**src/design/sitg_pkg.sv**
```systemverilog
`default_nettype none

package sitg_pkg;

    localparam int MAX_SECTORS_DEF = 32;

    // sector count and sector index widths; MAX_SECTORS may go up to 64
    localparam int CNT_W      = 7;
    localparam int S_W        = 9;
    localparam int SPT_W      = 6;
    localparam int ILV_W      = 8;
    localparam int CFG_IDX_W  = 1;
    localparam int CFG_DATA_W = 8;

    localparam logic [SPT_W-1:0] SPT_RESET     = 6'd18;
    localparam logic [ILV_W-1:0] ILV_RESET     = 8'd1;
    localparam logic [7:0]       BAD_SIZE_CODE = 8'hFF;

    localparam logic [CFG_IDX_W-1:0] REG_SPT = 1'b0;
    localparam logic [CFG_IDX_W-1:0] REG_ILV = 1'b1;

    typedef struct packed {
        logic [7:0] cyl_number;
        logic [7:0] head_number;
        logic [5:0] first_sector;
        logic [7:0] size_code;
    } t_in;

    typedef struct packed {
        logic [7:0] id_cylinder;
        logic [7:0] id_head;
        logic [5:0] id_sector;
        logic [7:0] id_size;
        logic       last_id;
        logic       bad_size;
    } t_out;

    typedef struct packed {
        logic load;
        logic emit;
    } t_cmd;

    typedef struct packed {
        logic last;
        logic bad;
    } t_status;

endpackage

`default_nettype wire

```
**src/design/sitg_ctrl.sv**
```systemverilog
`default_nettype none

module sitg_ctrl
    import sitg_pkg::*;
(
    input  wire     i_clk,
    input  wire     i_rst_n,
    input  wire     i_in_valid,
    input  wire     i_out_stall,
    input  t_status i_st,
    output t_cmd    o_cmd,
    output logic    o_in_stall,
    output logic    o_out_valid
);

    typedef enum logic [1:0] {
        S_IDLE = 2'b01,
        S_RUN  = 2'b10
    } t_state;

    t_state r_state, n_state;
    logic   r_out_valid, n_out_valid;
    logic   slot_free;

    assign slot_free = !r_out_valid || !i_out_stall;

    always_comb begin
        n_state    = r_state;
        o_cmd      = '0;
        o_in_stall = 1'b1;
        unique case (r_state)
            S_IDLE: begin
                o_in_stall = 1'b0;
                if (i_in_valid) begin
                    o_cmd.load = 1'b1;
                    n_state    = S_RUN;
                end
            end
            S_RUN: begin
                if (slot_free) begin
                    o_cmd.emit = 1'b1;
                    if (i_st.last || i_st.bad) begin
                        n_state = S_IDLE;
                    end
                end
            end
            default: n_state = S_IDLE;
        endcase
    end

    always_comb begin
        n_out_valid = r_out_valid;
        if (o_cmd.emit) begin
            n_out_valid = 1'b1;
        end else if (!i_out_stall) begin
            n_out_valid = 1'b0;
        end
    end

    always_ff @(posedge i_clk) begin
        if (!i_rst_n) begin
            r_state     <= S_IDLE;
            r_out_valid <= 1'b0;
        end else begin
            r_state     <= n_state;
            r_out_valid <= n_out_valid;
        end
    end

    assign o_out_valid = r_out_valid;

    a_load_starts_run: assert property (@(posedge i_clk) disable iff (!i_rst_n)
        (r_state == S_IDLE && i_in_valid) |=> (r_state == S_RUN))
        else $error("accepted request did not start a run");

    a_last_ends_run: assert property (@(posedge i_clk) disable iff (!i_rst_n)
        (r_state == S_RUN && o_cmd.emit && (i_st.last || i_st.bad)) |=> (r_state == S_IDLE))
        else $error("final record did not return to idle");

    a_valid_from_emit: assert property (@(posedge i_clk) disable iff (!i_rst_n)
        $rose(r_out_valid) |-> $past(o_cmd.emit))
        else $error("output valid rose without an emit");

endmodule

`default_nettype wire

```
**src/design/sitg_dp.sv**
```systemverilog
`default_nettype none

module sitg_dp
    import sitg_pkg::*;
#(
    parameter int MAX_SECTORS = MAX_SECTORS_DEF
) (
    input  wire                   i_clk,
    input  wire                   i_rst_n,
    input  wire                   i_cfg_we,
    input  wire [CFG_IDX_W-1:0]   i_cfg_idx,
    input  wire [CFG_DATA_W-1:0]  i_cfg_data,
    input  t_in                   i_in_data,
    input  t_cmd                  i_cmd,
    output t_status               o_st,
    output t_out                  o_out_data
);

    localparam int IDX_W = (MAX_SECTORS > 1) ? $clog2(MAX_SECTORS) : 1;

    logic [SPT_W-1:0]       r_spt;
    logic [ILV_W-1:0]       r_ilv;

    logic [7:0]             r_cyl, r_head, r_size;
    logic                   r_bad;
    logic [S_W-1:0]         r_s;
    logic [CNT_W-1:0]       r_count, r_n;
    logic [ILV_W-1:0]       r_step;
    logic [MAX_SECTORS-1:0] r_used;
    t_out                   r_out;

    logic [CNT_W-1:0]       ld_count;
    logic [S_W-1:0]         ld_s;
    logic [MAX_SECTORS-1:0] n_used;
    logic [S_W-1:0]         s_add, n_s;
    logic [IDX_W-1:0]       low_free;
    logic                   hit_used, last;
    t_out                   rec;

    // config registers
    always_ff @(posedge i_clk) begin
        if (!i_rst_n) begin
            r_spt <= SPT_RESET;
            r_ilv <= ILV_RESET;
        end else if (i_cfg_we) begin
            case (i_cfg_idx)
                REG_SPT: r_spt <= i_cfg_data[SPT_W-1:0];
                REG_ILV: r_ilv <= i_cfg_data[ILV_W-1:0];
                default: ;
            endcase
        end
    end

    // clamp count to 1..MAX_SECTORS
    always_comb begin
        if (r_spt == '0) begin
            ld_count = CNT_W'(1);
        end else if (CNT_W'(r_spt) > CNT_W'(MAX_SECTORS)) begin
            ld_count = CNT_W'(MAX_SECTORS);
        end else begin
            ld_count = CNT_W'(r_spt);
        end
        ld_s = (i_in_data.first_sector == '0) ? '0
                                               : S_W'(i_in_data.first_sector - 6'd1);
    end

    assign last = (CNT_W'(r_n + CNT_W'(1)) >= r_count);

    // map with the current sector marked; a first sector past the map is not marked
    always_comb begin
        n_used = r_used;
        if (r_s < S_W'(MAX_SECTORS)) begin
            n_used[r_s[IDX_W-1:0]] = 1'b1;
        end
    end

    // lowest unused sector below the count, zero when the track is full
    always_comb begin
        low_free = '0;
        for (int i = MAX_SECTORS - 1; i >= 0; i--) begin
            if (CNT_W'(i) < r_count && !n_used[i]) begin
                low_free = IDX_W'(i);
            end
        end
    end

    always_comb begin
        s_add    = r_s + S_W'(r_step);
        hit_used = (s_add < S_W'(r_count)) && n_used[s_add[IDX_W-1:0]];
        if (s_add >= S_W'(r_count) || hit_used) begin
            n_s = S_W'(low_free);
        end else begin
            n_s = s_add;
        end
    end

    always_comb begin
        rec = '0;
        if (r_bad) begin
            rec.bad_size = 1'b1;
        end else begin
            rec.id_cylinder = r_cyl;
            rec.id_head     = r_head;
            rec.id_sector   = 6'(r_s + S_W'(1));
            rec.id_size     = r_size;
            rec.last_id     = last;
        end
    end

    always_ff @(posedge i_clk) begin
        if (!i_rst_n) begin
            r_used <= '0;
            r_n    <= '0;
        end else if (i_cmd.load) begin
            r_used <= '0;
            r_n    <= '0;
        end else if (i_cmd.emit && !r_bad) begin
            r_used <= n_used;
            r_n    <= CNT_W'(r_n + CNT_W'(1));
        end
    end

    always_ff @(posedge i_clk) begin
        if (i_cmd.load) begin
            r_cyl   <= i_in_data.cyl_number;
            r_head  <= i_in_data.head_number;
            r_size  <= i_in_data.size_code;
            r_bad   <= (i_in_data.size_code == BAD_SIZE_CODE);
            r_s     <= ld_s;
            r_count <= ld_count;
            r_step  <= (r_ilv == '0) ? ILV_W'(1) : r_ilv;
        end else if (i_cmd.emit) begin
            r_s <= n_s;
        end
        if (i_cmd.emit) begin
            r_out <= rec;
        end
    end

    assign o_st.last  = last;
    assign o_st.bad   = r_bad;
    assign o_out_data = r_out;

endmodule

`default_nettype wire

```
**src/design/sector_interleave_table_gen.sv**
```systemverilog
`default_nettype none

// Sector ID table generator for formatting one floppy track.
// Input channel (i_in_valid / o_in_stall / i_in_data): one transaction is a
// track request with cylinder, head, first sector and size code.
// Output channel (o_out_valid / i_out_stall / o_out_data): one sector ID record
// per transaction, last_id set on the final record of the track. Size code
// 0xff yields a single record with only bad_size set.
// Config port: i_cfg_we writes register i_cfg_idx (0 = sectors per track,
// 1 = interleave) with i_cfg_data; write only while the block is idle.
// An accepted request is loaded, then the run state emits its records.
// Throughput: one record per cycle while the receiver does not stall,
// limited by the single shared index/used-map update; a request yields
// the sector count (clamped to 1..MAX_SECTORS) of records, one for a bad size;
// the next request is taken once the last record is in the output register.
// A stalled receiver holds the output register and freezes generation;
// nothing is dropped.
// Reset (synchronous, active low) returns to idle, empties the output
// register and restores sectors per track 18 and interleave 1.
module sector_interleave_table_gen
    import sitg_pkg::*;
#(
    parameter int MAX_SECTORS = MAX_SECTORS_DEF
) (
    input  wire                  i_clk,
    input  wire                  i_rst_n,
    input  wire                  i_cfg_we,
    input  wire [CFG_IDX_W-1:0]  i_cfg_idx,
    input  wire [CFG_DATA_W-1:0] i_cfg_data,
    input  wire                  i_in_valid,
    output logic                 o_in_stall,
    input  t_in                  i_in_data,
    output logic                 o_out_valid,
    input  wire                  i_out_stall,
    output t_out                 o_out_data
);

    t_cmd    cmd;
    t_status st;

    sitg_ctrl u_ctrl (
        .i_clk       (i_clk),
        .i_rst_n     (i_rst_n),
        .i_in_valid  (i_in_valid),
        .i_out_stall (i_out_stall),
        .i_st        (st),
        .o_cmd       (cmd),
        .o_in_stall  (o_in_stall),
        .o_out_valid (o_out_valid)
    );

    sitg_dp #(
        .MAX_SECTORS (MAX_SECTORS)
    ) u_dp (
        .i_clk      (i_clk),
        .i_rst_n    (i_rst_n),
        .i_cfg_we   (i_cfg_we),
        .i_cfg_idx  (i_cfg_idx),
        .i_cfg_data (i_cfg_data),
        .i_in_data  (i_in_data),
        .i_cmd      (cmd),
        .o_st       (st),
        .o_out_data (o_out_data)
    );

endmodule

`default_nettype wire
```
**config.mk**
```make
export PLATFORM = sky130hd
export DESIGN_NAME = sector_interleave_table_gen
export DESIGN_NICKNAME = d
export VERILOG_FILES = /design/src/design/sitg_pkg.sv /design/src/design/sitg_ctrl.sv /design/src/design/sitg_dp.sv /design/src/design/sector_interleave_table_gen.sv
export SDC_FILE = /design/constraint.sdc
export NUM_CORES = 1
export LEC_CHECK = 0
export BUFFER_PORTS_ARGS = -buffer_cell sky130_fd_sc_hd__buf_4
export CAP_MARGIN = 20
export CELL_PAD_IN_SITES_DETAIL_PLACEMENT = 1
export CELL_PAD_IN_SITES_GLOBAL_PLACEMENT = 1
export CORE_MARGIN = 4
export CORE_UTILIZATION = 36
export CTS_CLUSTER_SIZE = 10
export DETAILED_ROUTE_END_ITERATION = 10
export PLACE_DENSITY_LB_ADDON = 0.2
export SYNTH_ARGS = -nofsm -noshare
export SYNTH_HDL_FRONTEND = slang
export SYNTH_SLANG_ARGS = --single-unit
```
**constraint.sdc**
```tcl
create_clock -name i_clk -period 8.55 [get_ports i_clk]
set_input_delay 2.565 -clock i_clk [delete_from_list [all_inputs] [get_ports i_clk]]
set_output_delay 2.565 -clock i_clk [all_outputs]
set_load 0.02 [all_outputs]
```
==> flow_summary_export.csv, run 1 <==
group,metric,value,unit
grt,grt_first_pass_wirelength,35.0,mm
placed_design,place_congestion,0.929,
clock_network,cts_htree_levels,4,
clock_network,cts-hold-fix-buffers,0,
finish,multiInputGateArea,3540,um^2
yosys,mappedNetlistArea,7380,um^2
yosys,synth.largest_area_cell,"sky130_fd_sc_hd__edfxtp_1",
routing,routed_wl,22.5,mm
grt,antenna_found_initial,0,
placed_design,dp.final_hpwl,16.6,mm
yosys,synth.area.mux_share,1.03,%
yosys,yosys_warnings,0,
clock_network,clock_sink_count,136,
sta,max_freq,0.234,GHz
run,timing.max_cap.violations,0,
sta,grt_setup_unrepaired,"no",
power_and_ir_drop,power.density,209,nW/um^2
yosys,synth_fa_ha_area_share,4.81,%
clock_network,cts.clk_slew.worst_paths,0.07,ns
floorplan,design.die.area,22900,um^2
finish,layout-drive-gt1-share,17.3,%
sta,setup-tns-final,0,ns
worst_setup_path,path_cells,"buf_4 > inv_1 > or2_2 > inv_1 > buf_4 > o31ai_1 > nor2_1 > a31oi_1 > o21ai_1",
floorplan,io-pin-count,78,
power_and_ir_drop,vdd_drop_max,0.000143,V
yosys,avgSynthCellArea,9.88,um^2
grt,via_count_of_the_first_global_routing_pass,6284,
routing,detail-route-antenna-nets,0,
worst_setup_path,setup.worst_path.start_class,"input pin",
finish,regArea,3520,um^2
clock_network,clockRootBuffer,"sky130_fd_sc_hd__clkbuf_16",
yosys,synth_most_common_cell,"sky130_fd_sc_hd__edfxtp_1",
sta,final_hold_viol_count,0,
sta,final-setup-viol-count,0,
yosys,synth-compound-area-share,20.0,%
yosys,synth_seq_cells,136,
yosys,synth.area.top_cells,"sky130_fd_sc_hd__edfxtp_1, sky130_fd_sc_hd__dfxtp_1, sky130_fd_sc_hd__ha_1, sky130_fd_sc_hd__nor2_1, sky130_fd_sc_hd__a31oi_1",
worst_setup_path,cpMaxStageDelayCell,"sky130_fd_sc_hd__inv_1",
yosys,synth-async-reset-ratio,0,%
placed_design,placement.io_buffers,77,
routing,route.detailed.wl_per_inst,20.7,um
worst_setup_path,worstSetupPathType,"input pin to flop",
routing,drt_first_pass_iters,5,
min_path,worstHoldPathType,"flop to flop",
routing,drc,0,
finish,antenna_cells,0,
yosys,synth_top_family_by_area,"compound AO/OA/AOI/OAI gates",
floorplan,chipWidth,151,um
sta,maxSlewViolCount,0,
worst_setup_path,crit_required,8.82,ns
power_and_ir_drop,total_power,1.82,mW
worst_setup_path,critPathTopFamily,"buffers and inverters",
clock_network,worst_skew_pair.late_latency,0.42,ns
floorplan,core-area,20200,um^2
sta,worst_margin_pin_slew,0.864,ns
routing,routed_via_density,5.68,
yosys,netlist.area_leader.share,32.5,%
grt,track_usage,19.9,%
yosys,netlist_instances,747,
worst_setup_path,cp_num_buf_inv,4,
yosys,dominantRegCellSynth,"sky130_fd_sc_hd__edfxtp_1",
clock_network,cts-resized-gates,0,
worst_setup_path,path_max_fanout,27,
sta,finalCritPeriodShare,50.1,%
yosys,post_synth_edffs,80,
worst_setup_path,cpPeakStageDelay,0.46,ns
worst_setup_path,cp-end-kind,"flop",
floorplan,floorplan.die.height,151,um
worst_setup_path,worst_ep_arrival_time,4.55,ns
floorplan,initial_core_util,36.5,%
yosys,synth_xor_xnor_area_share,2.90,%
sta,final.setup_skew,0.00806,ns
yosys,top_cell_types_by_occurrence_after_synthesis,"sky130_fd_sc_hd__edfxtp_1, sky130_fd_sc_hd__nor2_1, sky130_fd_sc_hd__nand2_1",
floorplan,std_cell_rows,52,
grt,overflow,0,
yosys,synth-seq-area-share,47.7,%
finish,fin_nets,873,
clock_network,clock_tree.buffer_depth,2,
routing,violation_count_after_the_first_detailed_routing_iteration,517,
clock_network,cts_tree,"done",
clock_network,clock_buffers_created_by_tritoncts,17,
sta,slew_headroom,42.3,%
run_status,run_status,"complete, no violations",
finish,n_fill_cell,2258,
power_and_ir_drop,total_leakage_power,3.22,nW
yosys,yosysUniqueCellTypes,85,
finish,area_growth,18.5,%
grt,grt_start_max_net_pins,67,
sta,finalWorstPathRequiredPeriod,4.28,ns
clock_network,cts_setup_buffers,0,
routing,total_via_count_in_the_routed_design,6165,
yosys,yosys.area_share.simple,19.1,%
==> through the flow <==
stage | hold slack, ns | cells | utilization (%) | cell area [um^2] | setup WS [ns]
final | 0.463 | 1085 | 43.2 | 8740 | 4.27
after global routing | 0.479 | 1085 | 43.2 | 8740 | 4.08
after CTS | 0.465 | 1085 | 43.2 | 8740 | 4.25
after detailed placement | 0.449 | 1053 | 40.2 | 8130 | 3.81
after global placement | 0.449 | 1052 | 40.0 | 8100 | 3.92
after floorplan | 0.424 | 749 | - | 7390 | 4.09
==> power by group <==
part / switching (mW) / internal (mW) / total, mW
Combinational: 0.191 / 0.114 / 0.305
Sequential: 0.0291 / 0.724 / 0.753
Clock: 0.299 / 0.467 / 0.767
==> layout make-up <==
class	instances	share of cell area, %
multi-input combinational	543	40.5
sequential	136	40.3
timing repair buffer	84	7.44
clock buffer	18	4.91
tap	270	3.86
clock inverter	14	2.13
inverter	20	0.858
==> final timing paths <==
path,from,depth (start not counted),to,slack [ns]
worst min register to register,u_dp.r_ilv[3],0,u_dp.r_step[3],0.46
worst max register to register,u_dp.r_s[0],11,u_dp.r_s[4],4.45
worst max-delay path,i_in_valid,9,u_dp.r_s[1],4.27
worst min-delay path,u_dp.r_ilv[3],0,u_dp.r_step[3],0.46
==> routing by layer <==
layer	vias up	part of all wire (%)	track usage, %
met3	30	6.2	3.68
met4	0	2.0	6.17
met1	3033	44	26.5
met2	222	47	33.0
met5	-	0	0
li1	2880	-	-
==> layout by cell type (no fill, tap or decap), drive strengths merged, types with 18 or more instances in the layout <==
cell	Yosys	layout
buf	15	84
edfxtp	80	80
nor2	76	76
nand2	66	66
dfxtp	56	56
a31oi	44	44
nor2b	39	39
a21oi	28	28
o21ai	28	28
ha	26	26
inv	19	25
nand3	23	23
nor3	22	22
clkbuf	35	18
==> registers in the layout (all words and copies together), names as in the netlist <==
| name | cells |
|---|---|
| u_ctrl.o_out_valid | 1 |
| u_dp.r_n | 7 |
| u_dp.r_spt | 6 |
| u_dp.r_used | 32 |
| u_dp.r_bad | 1 |
| u_dp.r_ilv | 8 |
| u_dp.o_out_data | 32 |
| u_dp.r_step | 8 |
| u_dp.r_head | 8 |
| u_dp.r_cyl | 8 |
| u_ctrl.r_state | 2 |
| u_dp.r_count | 6 |
| u_dp.r_s | 9 |
| u_dp.r_size | 8 |
==> cell families (layout without fill, tap and decap cells) <==
kind of cell	Yosys count	after routing
xor+xnor	22	22
simple gates	282	282
flops	136	136
fa+ha+maj	28	28
buf+inv	70	136
compound gates	203	203
other cells	1	3
mux	5	5
Power figures use the tool's default switching activity.
==> run 2: changes to the inputs <==
==> constraint.sdc (replaced) <==
create_clock -name i_clk -period 3.94 [get_ports i_clk]
set_input_delay 1.182 -clock i_clk [delete_from_list [all_inputs] [get_ports i_clk]]
set_output_delay 1.182 -clock i_clk [all_outputs]
set_load 0.02 [all_outputs]
==> flow_summary_export.csv, run 2 (synthesis gave the netlist of run 1 again) <==
group,metric,value,unit
clock_network,worst_skew_pair.late_latency,0.43,ns
power_and_ir_drop,total_leakage_power,3.28,nW
routing,drc,0,
finish,antenna_cells,0,
worst_setup_path,rr_startpoint,"u_dp.r_step[0]",
clock_network,cts_tree,"done",
routing,detail-route-antenna-nets,0,
clock_network,cts.clk_slew.worst_paths,0.07,ns
power_and_ir_drop,power.density,443,nW/um^2
finish,layout.cells.most_common,"sky130_fd_sc_hd__buf_4",
min_path,worstHoldPathType,"flop to flop",
sta,final-setup-viol-count,0,
worst_setup_path,critPathTopFamily,"compound AO/OA/AOI/OAI gates",
routing,routed_via_density,5.69,
finish,layout-drive-gt1-share,19.0,%
sta,finalWorstPathRequiredPeriod,3.68,ns
worst_setup_path,worst_ep_arrival_time,3.85,ns
placed_design,setup_slack_placement,0.249,ns
floorplan,floorplan.die.height,151,um
run_status,run_status,"complete, no violations",
sta,maxSlewViolCount,0,
clock_network,cts-hold-fix-buffers,0,
clock_network,clock_sink_count,136,
sta,slew_headroom,37.2,%
routing,routed_wl,23.2,mm
worst_setup_path,setup.worst_path.start_class,"flop",
floorplan,initial_core_util,36.5,%
clock_network,cts_setup_buffers,0,
floorplan,design.die.area,22900,um^2
worst_setup_path,cp-end-kind,"flop",
routing,total_via_count_in_the_routed_design,6271,
finish,post-route-util,43.8,%
sta,worst_margin_pin_slew,0.939,ns
grt,grt_start_max_net_pins,43,
floorplan,std_cell_rows,52,
floorplan,chipWidth,151,um
sta,grt_setup_unrepaired,"no",
power_and_ir_drop,total_power,3.93,mW
routing,violation_count_after_the_first_detailed_routing_iteration,384,
clock_network,clock_buffers_created_by_tritoncts,17,
sta,max_freq,0.272,GHz
finish,fin_nets,890,
placed_design,placement.io_buffers,77,
placed_design,dp.final_hpwl,17.3,mm
worst_setup_path,crit_path_frequent_cell,"sky130_fd_sc_hd__ha_1",
worst_setup_path,ff2ff_path_depth,12,
worst_setup_path,cpPeakStageDelay,0.51,ns
run,timing.max_cap.violations,0,
sta,finalCritPeriodShare,93.4,%
worst_setup_path,crit_required,4.11,ns
sta,final.setup_skew,0.0151,ns
routing,route.detailed.wl_per_inst,21.1,um
sta,setup_slack,0.261,ns
placed_design,place_congestion,0.923,
clock_network,cts_htree_levels,4,
worst_setup_path,cpMaxStageDelayCell,"sky130_fd_sc_hd__fa_1",
grt,track_usage,20.5,%
routing,drt_first_pass_iters,5,
clock_network,clock_tree.buffer_depth,2,
grt,overflow,0,
worst_setup_path,cp_num_buf_inv,1,
power_and_ir_drop,vdd_drop_max,0.000302,V
finish,mostFrequentLayoutCells,"sky130_fd_sc_hd__buf_4, sky130_fd_sc_hd__edfxtp_1, sky130_fd_sc_hd__nor2_1, sky130_fd_sc_hd__nand2_1, sky130_fd_sc_hd__dfxtp_1",
sta,timing.hold.ws,0.469,ns
worst_setup_path,r2r_slack,0.26,ns
grt,grt_first_pass_wirelength,35.7,mm
worst_setup_path,path_max_fanout,10,
clock_network,clockRootBuffer,"sky130_fd_sc_hd__clkbuf_16",
floorplan,io-pin-count,78,
worst_setup_path,regToRegEndpoint,"u_dp.r_s[4]",
clock_network,cts-resized-gates,0,
worst_setup_path,worstSetupPathType,"flop to flop",
grt,via_count_of_the_first_global_routing_pass,6474,
worst_setup_path,crit_cells,12,
sta,setup-tns-final,0,ns
worst_setup_path,timing.critical_path.to,"u_dp.r_s[4]",
finish,area_growth,19.9,%
floorplan,core-area,20200,um^2
worst_setup_path,cp-startpoint,"u_dp.r_step[0]",
worst_setup_path,path_cells,"ha_1 > fa_1 > a21o_1 > a21oi_1 > xor2_1 > inv_1 > ha_1 > o2111ai_1 > nand4_1 > a211oi_4 > nor4b_2 > a311o_1",
sta,final_hold_viol_count,0,
grt,antenna_found_initial,0,
run 2: area by class of cell:
type / instances / area (um^2)
clock buffers: 17 / 425
repair buffers: 101 / 771
clock inverters: 15 / 168
flip-flops and latches: 136 / 3520
inverters: 20 / 75.1
well taps: 270 / 338
multi-input cells: 543 / 3550
fillers: 2297 / 11400
run 2: stage by stage:
| step | instance area [um^2] | instances |
|---|---|---|
| floorplan | 7390 | 749 |
| global placement | 8250 | 1070 |
| detailed placement | 8250 | 1070 |
| CTS | 8840 | 1102 |
| global route | 8850 | 1102 |
| finish | 8850 | 1102 |
run 2: worst min path at each step:
stage / start / end / slack [ns] / cells after the start
6_report: u_dp.r_ilv[6] / u_dp.r_step[6] / 0.47 / 0
3_3_place_gp: u_dp.r_ilv[4] / u_dp.r_step[4] / 0.45 / 0
5_1_grt: u_dp.r_ilv[3] / u_dp.r_step[3] / 0.49 / 0
4_1_cts: u_dp.r_ilv[6] / u_dp.r_step[6] / 0.47 / 0
3_5_place_dp: u_dp.r_ilv[6] / u_dp.r_step[6] / 0.46 / 0
2_1_floorplan: u_dp.r_bad / u_dp.o_out_data[0] / 0.42 / 0
run 2: routing by layer:
layer,wire length (um),global-route usage [%],vias up
met1,10100,26.9,3037
met5,0,0,-
met3,1620,4.67,51
met4,634,7.62,0
met2,10900,33.1,276
li1,-,-,2907
run 2: report_power, final:
group	leakage [nW]	switching, mW	internal (mW)
clock	0.286	0.667	0.947
combinational	1.79	0.428	0.262
sequential	1.21	0.0505	1.57
total	3.28	1.15	2.78
==> run 3: changes to the inputs <==
--- a/config.mk
+++ b/config.mk
@@ -13,6 +13,7 @@
 export CORE_UTILIZATION = 36
 export CTS_CLUSTER_SIZE = 10
 export DETAILED_ROUTE_END_ITERATION = 10
+export GPL_TIMING_DRIVEN = 0
 export PLACE_DENSITY_LB_ADDON = 0.2
 export SYNTH_ARGS = -nofsm -noshare
 export SYNTH_HDL_FRONTEND = slang
==> flow_summary_export.csv, run 3 (synthesis gave the netlist of run 1 again) <==
group,metric,value,unit
routing,met2RoutedLength,11.8,mm
routing,routed_via_density,5.63,
worst_setup_path,worstSetupPathType,"flop to flop",
routing,met3_length,1.30,mm
sta,maxSlewViolCount,0,
grt,antenna_found_initial,0,
worst_setup_path,cpMaxStageDelayCell,"sky130_fd_sc_hd__fa_1",
run_status,run_status,"complete, no violations",
routing,detail-route-antenna-nets,0,
floorplan,floorplan.die.height,151,um
sta,max_freq,0.268,GHz
routing,highest_layer,"met4",
worst_setup_path,path_cells,"ha_1 > fa_1 > xnor2_4 > inv_2 > buf_4 > nor2_1 > a32oi_1 > a41oi_1 > nand4_1 > a211oi_4 > buf_4 > a211o_1 > o211ai_1",
grt,grt_first_pass_wirelength,36.6,mm
power_and_ir_drop,total_leakage_power,3.32,nW
floorplan,initial_core_util,36.5,%
worst_setup_path,timing.critical_path.to,"u_dp.r_s[2]",
run,timing.max_cap.violations,0,
routing,drc,0,
min_path,worstHoldPathType,"flop to flop",
grt,via_count_of_the_first_global_routing_pass,6594,
floorplan,core-area,20200,um^2
sta,slew_headroom,37.9,%
placed_design,placement.io_buffers,77,
floorplan,std_cell_rows,52,
routing,total_via_count_in_the_routed_design,6394,
worst_setup_path,cp-end-kind,"flop",
worst_setup_path,cpPeakStageDelay,0.52,ns
placed_design,place.detailed.instances,1097,
clock_network,cts.clk_slew.worst_paths,0.06,ns
worst_setup_path,crit_required,4.09,ns
finish,instances_no_fill,1136,
worst_setup_path,crit_cells,13,
worst_setup_path,setup.worst_path.start_class,"flop",
finish,area_growth,21.4,%
worst_setup_path,cp_num_buf_inv,3,
routing,detail_route.wirelength.met1,10.6,mm
placed_design,place_congestion,0.952,
floorplan,chipWidth,151,um
routing,violation_count_after_the_first_detailed_routing_iteration,370,
worst_setup_path,r2r_slack,0.21,ns
finish,post-route-util,44.3,%
clock_network,cts_htree_levels,4,
worst_setup_path,worst_ep_arrival_time,3.88,ns
grt,overflow,0,
clock_network,clock_buffers_created_by_tritoncts,17,
worst_setup_path,path_max_fanout,10,
routing,drt_first_pass_iters,5,
worst_setup_path,cp-startpoint,"u_dp.r_step[0]",
sta,worst_margin_pin_slew,0.929,ns
grt,grt_start_max_net_pins,43,
sta,grt_setup_unrepaired,"no",
sta,finalWorstPathRequiredPeriod,3.73,ns
sta,setup-tns-final,0,ns
sta,finalCritPeriodShare,94.6,%
power_and_ir_drop,power.density,434,nW/um^2
clock_network,clock_tree.buffer_depth,2,
finish,n_fill_cell,2348,
routing,routed_wl,24.1,mm
clock_network,worst_skew_pair.late_latency,0.42,ns
floorplan,io-pin-count,78,
finish,layout.cells.most_common,"sky130_fd_sc_hd__buf_4",
finish,antenna_cells,0,
worst_setup_path,ff2ff_path_depth,13,
placed_design,dp.final_hpwl,18.6,mm
min_path,min_path_cells,0,
clock_network,clockRootBuffer,"sky130_fd_sc_hd__clkbuf_16",
floorplan,design.die.area,22900,um^2
sta,final.setup_skew,0.00890,ns
sta,final-setup-viol-count,0,
routing,route.detailed.wl_per_inst,21.2,um
worst_setup_path,critPathTopFamily,"compound AO/OA/AOI/OAI gates",
finish,mostFrequentLayoutCells,"sky130_fd_sc_hd__buf_4, sky130_fd_sc_hd__edfxtp_1, sky130_fd_sc_hd__nor2_1, sky130_fd_sc_hd__nand2_1, sky130_fd_sc_hd__dfxtp_1",
worst_setup_path,regToRegEndpoint,"u_dp.r_s[2]",
finish,layout-drive-gt1-share,18.8,%
sta,final_hold_viol_count,0,
clock_network,clock_sink_count,136,
worst_setup_path,crit_path_frequent_cell,"sky130_fd_sc_hd__buf_4",
clock_network,cts_tree,"done",
worst_setup_path,rr_startpoint,"u_dp.r_step[0]",
finish,fin_nets,924,
power_and_ir_drop,vdd_drop_max,0.000358,V
grt,track_usage,21.2,%
## run 3: where the power goes
| group | total (mW) | switching (mW) | internal (mW) |
|---|---|---|---|
| sequential | 1.61 | 0.0418 | 1.57 |
| combinational | 0.756 | 0.468 | 0.288 |
| clock | 1.53 | 0.695 | 0.830 |
| total | 3.89 | 1.21 | 2.69 |
## run 3: layer usage
layer  global-route usage [%]  vias up
li1                         -     2985
met1                     27.2     3186
met2                     36.3      198
met3                     4.22       25
met4                     5.89        0
met5                        0        -
## run 3: area by class of cell
cell class / count / area, um^2 / area share [%]
Inverter: 20 / 75.1 / 0.838
Timing Repair Buffer: 85 / 658 / 7.34
Multi-Input combinational cell: 543 / 3560 / 39.8
Clock inverter: 15 / 130 / 1.45
Sequential cell: 136 / 3520 / 39.3
Clock buffer: 17 / 425 / 4.75
Tap cell: 270 / 338 / 3.77
Buffer: 50 / 250 / 2.79
## run 3: through the flow
step / total power [mW] / hold WS [ns] / worst slack, ns / area (um^2)
after CTS: 3.90 / 0.453 / 0.00858 / 8920
after global placement: 2.34 / 0.430 / -0.122 / 8310
after detailed placement: 2.35 / 0.439 / -0.159 / 8330
final: 3.89 / 0.447 / 0.211 / 8960
after global routing: 4.07 / 0.466 / 0.0180 / 8960
after floorplan: 2.11 / 0.424 / 0.462 / 7390
## run 3: worst min path at each step
stage	from	endpoint
after detailed placement	u_dp.r_bad	u_dp.o_out_data[0]
after CTS	u_dp.r_bad	u_dp.o_out_data[0]
after floorplan	u_dp.r_bad	u_dp.o_out_data[0]
after global placement	u_dp.r_bad	u_dp.o_out_data[0]
final	u_dp.r_bad	u_dp.o_out_data[0]
after global routing	u_dp.r_bad	u_dp.o_out_data[0]
## run 3: what timing repair did
| action | CTS | global route |
|---|---|---|
| setup endpoints to repair | 5 | 6 |
| cloned | 0 | 0 |
| buffers inserted | 2 | 5 |
| resized for setup | 2 | 3 |
| pin swaps | 1 | 2 |
| hold buffers | 0 | 0 |
## run 3: worst reg2reg max path, cell delays in order, from the launching register on
cell                       delay, ns
sky130_fd_sc_hd__edfxtp_1       0.42
sky130_fd_sc_hd__ha_1           0.26
sky130_fd_sc_hd__fa_1           0.52
sky130_fd_sc_hd__xnor2_4        0.28
sky130_fd_sc_hd__inv_2          0.11
sky130_fd_sc_hd__buf_4          0.20
sky130_fd_sc_hd__nor2_1         0.17
sky130_fd_sc_hd__a32oi_1        0.09
sky130_fd_sc_hd__a41oi_1        0.26
sky130_fd_sc_hd__nand4_1        0.28
sky130_fd_sc_hd__a211oi_4       0.46
sky130_fd_sc_hd__buf_4          0.19
sky130_fd_sc_hd__a211o_1        0.12
sky130_fd_sc_hd__o211ai_1       0.09
